$ cat src/rtl/ptdt_pkg.sv
package ptdt_pkg;

    localparam int IdW    = 8;
    localparam int TickW  = 32;
    localparam int SlotW  = 4;
    localparam int PendW  = 8;

    localparam logic [PendW-1:0] PendMax = '1;

    typedef enum logic [1:0] {
        OP_ADD  = 2'd0,
        OP_DEL  = 2'd1,
        OP_TICK = 2'd2,
        OP_RUN  = 2'd3
    } t_op;

    typedef enum logic {
        KIND_ADD      = 1'b0,
        KIND_DISPATCH = 1'b1
    } t_kind;

    typedef enum logic {
        ST_IDLE = 1'b0,
        ST_WALK = 1'b1
    } t_state;

    typedef struct packed {
        logic [IdW-1:0]   task_id;
        logic [TickW-1:0] delay;
        logic [TickW-1:0] period;
        logic [PendW-1:0] pending;
    } t_entry;

endpackage

$ cat src/rtl/ptdt_ifs.sv
interface ptdt_req_if;
    logic                            valid;
    logic                            ready;
    ptdt_pkg::t_op                   op;
    logic [ptdt_pkg::IdW-1:0]        task_id;
    logic [ptdt_pkg::TickW-1:0]      delay_load;
    logic [ptdt_pkg::TickW-1:0]      period_load;
    logic [ptdt_pkg::SlotW-1:0]      slot;

    modport source (output valid, op, task_id, delay_load, period_load, slot, input ready);
    modport sink   (input valid, op, task_id, delay_load, period_load, slot, output ready);
endinterface

interface ptdt_res_if;
    logic                            valid;
    logic                            ready;
    ptdt_pkg::t_kind                 kind;
    logic [ptdt_pkg::SlotW-1:0]      slot_index;
    logic                            full_res;
    logic [ptdt_pkg::IdW-1:0]        task_id_out;
    logic                            last;

    modport source (output valid, kind, slot_index, full_res, task_id_out, last, input ready);
    modport sink   (input valid, kind, slot_index, full_res, task_id_out, last, output ready);
endinterface

$ cat src/rtl/periodic_task_dispatch_table_unit.sv
// channel   dir   handshake       contents
// i_req     in    valid/ready     op, task_id, delay_load, period_load, slot
// o_res     out   valid/ready     kind, slot_index, full_res, task_id_out, last
//
// add and delete are done in the idle state that accepts them; tick and run walk every
// slot through the two-port table memory (one read and one write a cycle)
// a run dispatch holds the walk for as long as the output register stays full
// a request is taken only in idle with the output register free or draining
// synchronous active-low reset empties the table through the per-slot occupied flags
module periodic_task_dispatch_table_unit #(
    parameter int SLOTS = 10
) (
    input  logic               i_clk,
    input  logic               i_rst_n,
    ptdt_req_if.sink           i_req,
    ptdt_res_if.source         o_res
);

    localparam int IW = (SLOTS > 1) ? $clog2(SLOTS) : 1;

    ptdt_pkg::t_entry r_mem [SLOTS];
    ptdt_pkg::t_entry r_rdata;

    ptdt_pkg::t_state r_state, n_state;
    ptdt_pkg::t_op    r_op;
    logic [SLOTS-1:0] r_occ, r_rdy;
    logic [IW-1:0]    r_ridx, r_pidx;
    logic             r_pv, r_rdone;

    logic                          r_ov;
    ptdt_pkg::t_kind               r_kind;
    logic [ptdt_pkg::SlotW-1:0]    r_slot_index;
    logic                          r_full;
    logic [ptdt_pkg::IdW-1:0]      r_task_out;
    logic                          r_last;

    logic             out_free, req_ready, accept, stall, walk_go;
    logic             free_found, later_rdy, proc_rdy;
    logic [IW-1:0]    free_idx, rd_addr, mem_wa;
    logic             mem_we, res_load;
    ptdt_pkg::t_entry mem_wd, add_ent, proc_ent;
    logic [ptdt_pkg::TickW-1:0] dec;

    assign out_free = !r_ov || o_res.ready;
    assign accept   = i_req.valid && req_ready;
    assign proc_rdy = r_pv && r_op == ptdt_pkg::OP_RUN && r_rdy[r_pidx];

    // lowest free slot
    always_comb begin
        free_found = 1'b0;
        free_idx   = '0;
        for (int j = SLOTS - 1; j >= 0; j--) begin
            if (!r_occ[j]) begin
                free_found = 1'b1;
                free_idx   = IW'(j);
            end
        end
    end

    // any ready slot above the one in hand
    always_comb begin
        later_rdy = 1'b0;
        for (int j = 0; j < SLOTS; j++) begin
            if (j > int'(r_pidx) && r_rdy[j]) begin
                later_rdy = 1'b1;
            end
        end
    end

    always_comb begin
        add_ent.task_id = i_req.task_id;
        add_ent.delay   = i_req.delay_load;
        add_ent.period  = i_req.period_load;
        add_ent.pending = '0;
    end

    // read-modify-write of the slot in hand
    always_comb begin
        proc_ent = r_rdata;
        dec      = r_rdata.delay - ptdt_pkg::TickW'(1);
        if (r_op == ptdt_pkg::OP_TICK) begin
            proc_ent.delay = dec;
            if (dec == '0) begin
                if (r_rdata.pending != ptdt_pkg::PendMax) begin
                    proc_ent.pending = r_rdata.pending + ptdt_pkg::PendW'(1);
                end
                if (r_rdata.period != '0) begin
                    proc_ent.delay = r_rdata.period;
                end
            end
        end else if (r_rdy[r_pidx]) begin
            proc_ent.pending = r_rdata.pending - ptdt_pkg::PendW'(1);
        end
    end

    always_comb begin
        n_state = r_state;
        unique case (r_state)
            ptdt_pkg::ST_IDLE: begin
                if (accept && (i_req.op == ptdt_pkg::OP_TICK || i_req.op == ptdt_pkg::OP_RUN)) begin
                    n_state = ptdt_pkg::ST_WALK;
                end
            end
            ptdt_pkg::ST_WALK: begin
                if (walk_go && r_rdone) begin
                    n_state = ptdt_pkg::ST_IDLE;
                end
            end
            default: n_state = ptdt_pkg::ST_IDLE;
        endcase
    end

    always_comb begin
        req_ready = 1'b0;
        stall     = 1'b0;
        walk_go   = 1'b0;
        mem_we    = 1'b0;
        mem_wa    = r_pidx;
        mem_wd    = proc_ent;
        res_load  = 1'b0;
        unique case (r_state)
            ptdt_pkg::ST_IDLE: begin
                req_ready = out_free;
                if (accept && i_req.op == ptdt_pkg::OP_ADD) begin
                    mem_we   = free_found;
                    mem_wa   = free_idx;
                    mem_wd   = add_ent;
                    res_load = 1'b1;
                end
            end
            ptdt_pkg::ST_WALK: begin
                stall    = proc_rdy && !out_free;
                walk_go  = !stall;
                mem_we   = walk_go && r_pv && r_occ[r_pidx];
                res_load = walk_go && proc_rdy;
            end
            default: ;
        endcase
    end

    assign rd_addr = stall ? r_pidx : r_ridx;

    always_ff @(posedge i_clk) begin
        if (mem_we) begin
            r_mem[mem_wa] <= mem_wd;
        end
        r_rdata <= r_mem[rd_addr];
    end

    always_ff @(posedge i_clk) begin
        if (!i_rst_n) begin
            r_state <= ptdt_pkg::ST_IDLE;
            r_occ   <= '0;
            r_rdy   <= '0;
            r_pv    <= 1'b0;
            r_rdone <= 1'b0;
            r_ov    <= 1'b0;
        end else begin
            r_state <= n_state;
            if (res_load) begin
                r_ov <= 1'b1;
            end else if (o_res.ready) begin
                r_ov <= 1'b0;
            end
            if (r_state == ptdt_pkg::ST_IDLE) begin
                r_pv    <= 1'b0;
                r_rdone <= 1'b0;
                if (accept) begin
                    case (i_req.op)
                        ptdt_pkg::OP_ADD: begin
                            if (free_found) begin
                                r_occ[free_idx] <= i_req.task_id != '0;
                                r_rdy[free_idx] <= 1'b0;
                            end
                        end
                        ptdt_pkg::OP_DEL: begin
                            if (32'(i_req.slot) < 32'(SLOTS)) begin
                                r_occ[i_req.slot[IW-1:0]] <= 1'b0;
                                r_rdy[i_req.slot[IW-1:0]] <= 1'b0;
                            end
                        end
                        default: ;
                    endcase
                end
            end else if (walk_go) begin
                if (r_pv && r_occ[r_pidx]) begin
                    if (r_op == ptdt_pkg::OP_TICK) begin
                        r_rdy[r_pidx] <= proc_ent.pending != '0;
                    end else if (r_rdy[r_pidx]) begin
                        if (r_rdata.period == '0) begin
                            r_occ[r_pidx] <= 1'b0;
                            r_rdy[r_pidx] <= 1'b0;
                        end else begin
                            r_rdy[r_pidx] <= proc_ent.pending != '0;
                        end
                    end
                end
                r_pv <= !r_rdone;
                if (r_ridx == IW'(SLOTS - 1)) begin
                    r_rdone <= 1'b1;
                end
            end
        end
    end

    always_ff @(posedge i_clk) begin
        if (r_state == ptdt_pkg::ST_IDLE) begin
            if (accept) begin
                r_op <= i_req.op;
            end
            r_ridx <= '0;
        end else if (walk_go) begin
            r_pidx <= r_ridx;
            if (r_ridx != IW'(SLOTS - 1)) begin
                r_ridx <= r_ridx + IW'(1);
            end
        end
        if (res_load) begin
            if (r_state == ptdt_pkg::ST_IDLE) begin
                r_kind       <= ptdt_pkg::KIND_ADD;
                r_slot_index <= free_found ? ptdt_pkg::SlotW'(free_idx) : '0;
                r_full       <= !free_found;
                r_task_out   <= '0;
                r_last       <= 1'b1;
            end else begin
                r_kind       <= ptdt_pkg::KIND_DISPATCH;
                r_slot_index <= ptdt_pkg::SlotW'(r_pidx);
                r_full       <= 1'b0;
                r_task_out   <= r_rdata.task_id;
                r_last       <= !later_rdy;
            end
        end
    end

    assign i_req.ready       = req_ready;
    assign o_res.valid       = r_ov;
    assign o_res.kind        = r_kind;
    assign o_res.slot_index  = r_slot_index;
    assign o_res.full_res    = r_full;
    assign o_res.task_id_out = r_task_out;
    assign o_res.last        = r_last;

endmodule

$ cat src/flat_wrapper.sv
// flat-port wrapper written by rule: the top's interface ports become plain ports
module periodic_task_dispatch_table_unit_flat 
#(
    parameter int SLOTS = 10
)
  (i_clk, i_rst_n, i_req_valid, i_req_op, i_req_task_id, i_req_delay_load, i_req_period_load, i_req_slot, i_req_ready, o_res_valid, o_res_kind, o_res_slot_index, o_res_full_res, o_res_task_id_out, o_res_last, o_res_ready);
  ptdt_req_if i_req_i ();
  ptdt_res_if o_res_i ();
  input  logic i_clk;
  input  logic i_rst_n;
  input wire logic [$bits(i_req_i.valid)-1:0] i_req_valid;
  input wire logic [$bits(i_req_i.op)-1:0] i_req_op;
  input wire logic [$bits(i_req_i.task_id)-1:0] i_req_task_id;
  input wire logic [$bits(i_req_i.delay_load)-1:0] i_req_delay_load;
  input wire logic [$bits(i_req_i.period_load)-1:0] i_req_period_load;
  input wire logic [$bits(i_req_i.slot)-1:0] i_req_slot;
  output wire logic [$bits(i_req_i.ready)-1:0] i_req_ready;
  output wire logic [$bits(o_res_i.valid)-1:0] o_res_valid;
  output wire logic [$bits(o_res_i.kind)-1:0] o_res_kind;
  output wire logic [$bits(o_res_i.slot_index)-1:0] o_res_slot_index;
  output wire logic [$bits(o_res_i.full_res)-1:0] o_res_full_res;
  output wire logic [$bits(o_res_i.task_id_out)-1:0] o_res_task_id_out;
  output wire logic [$bits(o_res_i.last)-1:0] o_res_last;
  input wire logic [$bits(o_res_i.ready)-1:0] o_res_ready;
  assign i_req_i.valid = i_req_valid;
  assign i_req_i.op = i_req_op;
  assign i_req_i.task_id = i_req_task_id;
  assign i_req_i.delay_load = i_req_delay_load;
  assign i_req_i.period_load = i_req_period_load;
  assign i_req_i.slot = i_req_slot;
  assign i_req_ready = i_req_i.ready;
  assign o_res_valid = o_res_i.valid;
  assign o_res_kind = o_res_i.kind;
  assign o_res_slot_index = o_res_i.slot_index;
  assign o_res_full_res = o_res_i.full_res;
  assign o_res_task_id_out = o_res_i.task_id_out;
  assign o_res_last = o_res_i.last;
  assign o_res_i.ready = o_res_ready;
  periodic_task_dispatch_table_unit #(.SLOTS(SLOTS)) u_core (.i_clk(i_clk), .i_rst_n(i_rst_n), .i_req(i_req_i), .o_res(o_res_i));
endmodule
$ cat config.mk
export PLATFORM = sky130hd
export DESIGN_NAME = periodic_task_dispatch_table_unit_flat
export DESIGN_NICKNAME = d
export VERILOG_FILES = /design/src/rtl/ptdt_pkg.sv /design/src/rtl/ptdt_ifs.sv /design/src/rtl/periodic_task_dispatch_table_unit.sv /design/src/flat_wrapper.sv
export SDC_FILE = /design/constraint.sdc
export NUM_CORES = 1
export LEC_CHECK = 0
export BUFFER_PORTS_ARGS = -buffer_cell sky130_fd_sc_hd__buf_2
export CORE_MARGIN = 5
export CORE_UTILIZATION = 25
export CTS_CLUSTER_DIAMETER = 80
export CTS_CLUSTER_SIZE = 16
export DETAILED_ROUTE_END_ITERATION = 10
export SYNTH_ARGS = -nofsm -noshare
export SYNTH_HDL_FRONTEND = slang
export SYNTH_SLANG_ARGS = --single-unit
$ cat constraint.sdc
create_clock -name i_clk -period 6.63 [get_ports i_clk]
set_input_delay 0.663 -clock i_clk [delete_from_list [all_inputs] [get_ports i_clk]]
set_output_delay 0.663 -clock i_clk [all_outputs]
set_load 0.005 [all_outputs]
==> impl_metrics.csv, run 1 <==
group,metric,value,unit
outcome,status,"complete, no violations",
route,vias_per_cell,4.91,
critical_path,cp.required,6.94,ns
route,route.vias.total,22000,
clock_network,cts_resized,0,
timing,fin_crit_sh,0.823,
finish,diodes,0,
critical_path,worstPathArrival,5.76,ns
yosys,seq_area_frac_synth,0.717,
global_route,grt_pass1_wl,146000,microns
critical_path,regToRegEndpoint,"u_core.r_mem[3][53]$_DFFE_PP_",
clock_network,clkTransAtPathRegs,0.07,ns
yosys,synthArstFlopShare,0,
yosys,syn_avg_cell_area,15.5,sq um
timing,setup_viol,0,
power_and_ir_drop,p_switching,0.00261,W
route,drtPass1Iterations,7,
power_and_ir_drop,power,0.0115,W
critical_path,timing_worst_setup_path_type,"flop to flop",
timing,tightestPinTransition,1.29,ns
power_and_ir_drop,power_density,269,nW/um^2
clock_network,cts_root_buf,"clkbuf_16",
timing,slew_viol_final,0,
clock_network,hold_buffers,0,
route,finalWirelength,99500,microns
clock_network,clock_path_buffers,3,
critical_path,r2r-start,"u_core.r_rdata[40]$_DFF_P_",
yosys,synthFlopType,"edfxtp_1",
global_route,gr-total-overflow,0,
die,core,149000,sq um
critical_path,path_delay_family,"simple AND/OR/NAND/NOR gates",
critical_path,path_cells,"inv_1, ha_1, or4b_1, or4_1, xnor2_1, a2111oi_0, nand3_1, or4_1, a21oi_1, o21ai_0, o21ai_0",
finish,drive_gt1_frac,0.173,
critical_path,ff2ff_setup_slack,1.17,ns
finish,nNetsFinal,2568,
die,die_w,397,microns
route,antenna_left,0,
die,start_util,0.251,
power_and_ir_drop,p_int,0.00885,W
global_route,grtUsageTotal,0.123,
finish,final_cell_mix,"821 x edfxtp_1, 374 x nand2_1, 163 x mux4_2",
yosys,synth.distinct_cells,78,
global_route,grt_max_degree,113,
job,maxCapViolations,0,
critical_path,cp_slowest_cell,"or4_1",
place,numPortBuffers,98,
power_and_ir_drop,seqPwrFrac,0.576,
power_and_ir_drop,switching_share,0.228,
clock_network,numCtsBuffers,70,
place,place.gp.congestion,0.863,
power_and_ir_drop,p_comb_frac,0.065,
clock_network,cts_tree,"yes",
timing,slew_headroom,0.128,
timing,skew,0.0610,ns
global_route,grt_pass1_vias,21400,
timing,setup-tns-final,0,ns
yosys,synth-seq-cells,929,
clock_network,htree_levels,3,
critical_path,critical_path.endpoint,"u_core.r_mem[3][53]$_DFFE_PP_",
power_and_ir_drop,leakage,13.5,nW
timing,timing.hold.ws,0.406,ns
clock_network,clock_latency,0.65,ns
yosys,synth_enable_flop_cells,821,
critical_path,reg2regPathDepth,11,
power_and_ir_drop,pwr-share-clk,0.359,
critical_path,cp_max_fo,23,
yosys,synth_fp_nets,2497,
critical_path,cp.depth,11,
timing,hold_viol_final,0,
critical_path,crit_path_start,"u_core.r_rdata[40]$_DFF_P_",
clock_network,postCtsSetupBuffers,0,
critical_path,crit_path_end_kind,"flop",
die,rows,142,
timing,clock.fmax,0.183,GHz
critical_path,cp-start-kind,"flop",
clock_network,clock_sinks,929,
finish,final_common_cell,"edfxtp_1",
min_path,hp-class,"input pin to flop",
finish,area_growth,13.8,%
critical_path,cpPeakStageDelay,0.88,ns
yosys,synth.cell_area,37400,sq um
die,die_h,397,microns
die,die_area,157000,sq um
timing,grt_setup_unrepaired,"no",
route,drc,0,
route,wire_per_inst,22.2,microns
timing,post-route-min-period,5.46,ns
critical_path,cp_num_buf_inv,1,
die,ios,99,
yosys,synth_warnings,0,
place,hpwl,59200,microns
power_and_ir_drop,ir_worst_vdd,173,uV
finish,fill_cells,14900,
route,drtIter0Drc,2279,
yosys,synthesis.instances,2409,
global_route,antenna_found_initial,5,
==> layout make-up <==
| class | count | area (sq um) | area share |
|---|---|---|---|
| Timing Repair Buffer | 147 | 1050 | 0.0246 |
| Tap cell | 1944 | 2430 | 0.0572 |
| Inverter | 23 | 86.3 | 0.00203 |
| Multi-Input combinational cell | 1309 | 10000 | 0.236 |
| Sequential cell | 929 | 26800 | 0.630 |
| Clock inverter | 12 | 208 | 0.00488 |
| Clock buffer | 109 | 1920 | 0.0451 |
==> cell usage after synthesis (8+ instances only) <==
master	n	area (sq um)
or3_1	13	81.3
inv_1	23	86.3
buf_2	19	95.1
o22ai_1	86	538
dfxtp_1	108	2160
and3_1	13	81.3
a41oi_1	10	87.6
a31oi_1	94	588
nand3_1	22	110
a22oi_1	8	60.1
nor4_1	28	175
nand4_1	14	87.6
mux4_2	163	3670
a21oi_1	66	330
nand2b_1	12	75.1
o31ai_1	19	143
xnor2_1	8	70.1
a21boi_0	14	105
o21ai_0	68	340
clkbuf_1	108	405
nor2b_1	14	87.6
nand2_1	375	1410
edfxtp_1	821	24700
nor2_1	106	398
buf_1	20	75.1
or4_1	11	82.6
nor3_1	28	140
and2_1	19	119
==> layer usage <==
metal | GRT usage | routed length, microns | part of all wire
met1 | 0.180 | 44700 | 0.45
met2 | 0.191 | 45200 | 0.45
met3 | 0.0224 | 7850 | 0.079
met4 | 0.0246 | 1680 | 0.017
met5 | 0 | 0 | 0
==> how the worst min path moves through the flow <==
stage                                      from                          end  depth (start not counted)
floorplan           u_core.r_rdone$_SDFFE_PN0P_     u_core.r_pv$_SDFFE_PN0P_                          1
global placement    u_core.r_rdone$_SDFFE_PN0P_  u_core.r_rdone$_SDFFE_PN0P_                          2
detailed placement  u_core.r_rdone$_SDFFE_PN0P_     u_core.r_pv$_SDFFE_PN0P_                          1
CTS                                 i_req_op[0]     u_core.r_op[0]$_DFFE_PP_                          1
global route                        i_req_op[0]     u_core.r_op[0]$_DFFE_PP_                          1
finish                              i_req_op[0]     u_core.r_op[0]$_DFFE_PP_                          1
==> power by group through the flow <==
stage / clock network, W / logic, W / registers, W
global route: 0.00445 / 0.000815 / 0.00661
finish: 0.00411 / 0.000743 / 0.00660
detailed placement: 0 / 0.000749 / 0.00673
floorplan: 0 / 0.000520 / 0.00667
global placement: 0 / 0.000739 / 0.00673
CTS: 0.00421 / 0.000751 / 0.00660
==> kinds of logic after synthesis <==
group | Yosys count | synth area share
fa+ha+maj | 6 | 0.00201
mux | 174 | 0.101
xor+xnor | 10 | 0.00234
buf+inv | 171 | 0.0180
flops | 929 | 0.717
compound gates | 435 | 0.0756
simple gates | 684 | 0.0835
==> sequential cells by signal, indices dropped and copies added, names as in the netlist, 2 cells and up <==
| signal | count |
|---|---|
| u_core.r_mem | 800 |
| u_core.r_rdy | 10 |
| u_core.o_res.slot_index | 4 |
| u_core.r_pidx | 4 |
| u_core.r_rdata | 40 |
| u_core.r_ridx | 4 |
| u_core.o_res.task_id_out | 8 |
| u_core.r_op | 2 |
| u_core.proc_ent | 40 |
| u_core.r_occ | 10 |
==> per-stage QoR <==
step | util | instance area (sq um) | worst slack (ns) | instances
global route | 0.285 | 42600 | 0.850 | 4473
global placement | 0.271 | 40400 | 1.43 | 4352
finish | 0.285 | 42600 | 1.17 | 4473
floorplan | - | 37400 | 0.649 | 2409
CTS | 0.285 | 42600 | 1.21 | 4473
detailed placement | 0.271 | 40400 | 1.24 | 4352
(Power assumes the default switching activity.)
==> run 2, diff against run 1 <==
- clock period: 6.63 -> 5 ns (I/O delays scaled with it)
==> impl_metrics.csv, run 2 (synthesized netlist as in run 1, its figures left out) <==
group,metric,value,unit
outcome,status,"complete, no violations",
finish,fin_util,0.291,
clock_network,clock_sinks,929,
timing,layout_setup_ws,0.282,ns
critical_path,cp.required,5.33,ns
power_and_ir_drop,p_comb_frac,0.067,
finish,nNetsFinal,2630,
timing,slew_viol_final,0,
timing,fin_crit_sh,0.944,
timing,post-route-min-period,4.72,ns
clock_network,numCtsBuffers,71,
finish,final_cell_mix,"821 x edfxtp_1, 374 x nand2_1, 163 x mux4_2",
route,antenna_left,0,
power_and_ir_drop,ir_worst_vdd,242,uV
power_and_ir_drop,power_density,354,nW/um^2
critical_path,cp_max_fo,10,
route,route.vias.total,22200,
timing,tightestPinTransition,0.967,ns
min_path,hp-class,"input pin to flop",
finish,area_growth,16.0,%
clock_network,cts_root_buf,"clkbuf_16",
finish,final_common_cell,"edfxtp_1",
critical_path,cp-start-kind,"flop",
clock_network,hold_buffers,0,
route,drtPass1Iterations,5,
min_path,hold_path_depth,1,
finish,drive_gt1_frac,0.193,
route,drtIter0Drc,2440,
place,numPortBuffers,98,
power_and_ir_drop,p_int,0.0118,W
finish,largest_reg_flops,800,
place,hpwl,61800,microns
power_and_ir_drop,pwr-share-clk,0.362,
timing,skew,0.0611,ns
timing,clock.fmax,0.212,GHz
clock_network,postCtsSetupBuffers,0,
route,drc,0,
clock_network,cts_tree,"yes",
die,start_util,0.251,
die,die_area,157000,sq um
timing,hold_viol_final,0,
timing,setup-tns-final,0,ns
die,core,149000,sq um
die,die_w,397,microns
power_and_ir_drop,p_switching,0.00354,W
critical_path,worstPathArrival,5.05,ns
global_route,grt_pass1_vias,22000,
global_route,grtUsageTotal,0.124,
global_route,grt_max_degree,86,
place,place.gp.congestion,0.881,
route,wire_per_inst,22.1,microns
die,die_h,397,microns
power_and_ir_drop,leakage,13.9,nW
die,rows,142,
timing,setup_viol,0,
route,vias_per_cell,4.89,
finish,top_register,"u_core.r_mem",
global_route,grt_pass1_wl,149000,microns
timing,slew_headroom,0.350,
power_and_ir_drop,switching_share,0.230,
place,dp.cells,4413,
power_and_ir_drop,seqPwrFrac,0.570,
route,finalWirelength,100000,microns
clock_network,clock_path_buffers,3,
clock_network,clock_latency,0.66,ns
job,maxCapViolations,0,
critical_path,timing_worst_setup_path_type,"flop to flop",
finish,final_cells,4537,
global_route,antenna_found_initial,8,
critical_path,reg2regPathDepth,14,
critical_path,crit_path_end_kind,"flop",
global_route,gr-total-overflow,0,
die,ios,99,
place,dp_slack,0.127,ns
clock_network,clkTransAtPathRegs,0.07,ns
clock_network,htree_levels,3,
timing,grt_setup_unrepaired,"no",
==> run 2: path summary, 6_finish.rpt <==
path	startpoint	end	slack, ns
setup / recovery	u_core.r_rdata[41]$_DFF_P_	u_core.r_mem[0][47]$_DFFE_PP_	0.28
hold / removal	i_req_op[0]	u_core.r_op[0]$_DFFE_PP_	0.22
setup reg to reg	u_core.r_rdata[41]$_DFF_P_	u_core.r_mem[0][47]$_DFFE_PP_	0.28
hold reg to reg	u_core.r_rdone$_SDFFE_PN0P_	u_core.r_rdone$_SDFFE_PN0P_	0.47
==> run 2: metrics by stage <==
stage               hold slack (ns)  power [W]  cell area (sq um)
floorplan                     0.425    0.00953              37400
global placement              0.458    0.00995              41200
detailed placement            0.458    0.00996              41200
CTS                           0.176     0.0155              43400
global route                  0.201     0.0159              43400
finish                        0.219     0.0154              43400
==> run 2: what timing repair did <==
action	4_1_cts	5_1_grt
endpoints found under the hold margin	0	0
setup endpoints to repair	0	61
gates resized for setup	0	7
==> run 2: final cells by class <==
type,count,area (sq um)
antenna,1,2.50
clock buffer,109,1930
clock inverter,14,273
fill,14800,106000
inverter,23,86.3
multi-input combinational,1309,10000
sequential,929,26800
tap,1944,2430
timing repair buffer,208,1780
==> run 2: critical path, cell delays in order (launching register included) <==
cell	delay [ns]
dfxtp_1	0.37
inv_1	0.10
ha_1	0.23
or4b_1	0.49
buf_4	0.19
nor4_4	0.30
mux2_1	0.35
o31ai_1	0.39
and3_1	0.27
and3_2	0.25
nor2b_2	0.30
buf_4	0.21
o21a_1	0.11
o22ai_1	0.09
o21ai_0	0.74
==> run 2: power groups by stage <==
stage          logic, W  clock network [W]  registers (W)
2_1_floorplan  0.000690                  0        0.00884
3_3_place_gp    0.00103                  0        0.00892
3_5_place_dp    0.00104                  0        0.00892
4_1_cts         0.00104            0.00570        0.00875
5_1_grt         0.00114            0.00603        0.00876
6_report        0.00104            0.00556        0.00875
==> run 2: metal layers <==
| layer | share of wire | vias to the layer above | GRT usage |
|---|---|---|---|
| met5 | 0 | - | 0 |
| met4 | 0.025 | 0 | 0.0345 |
| met3 | 0.069 | 133 | 0.0211 |
| met2 | 0.45 | 862 | 0.192 |
| met1 | 0.45 | 11500 | 0.181 |
| li1 | - | 9750 | - |
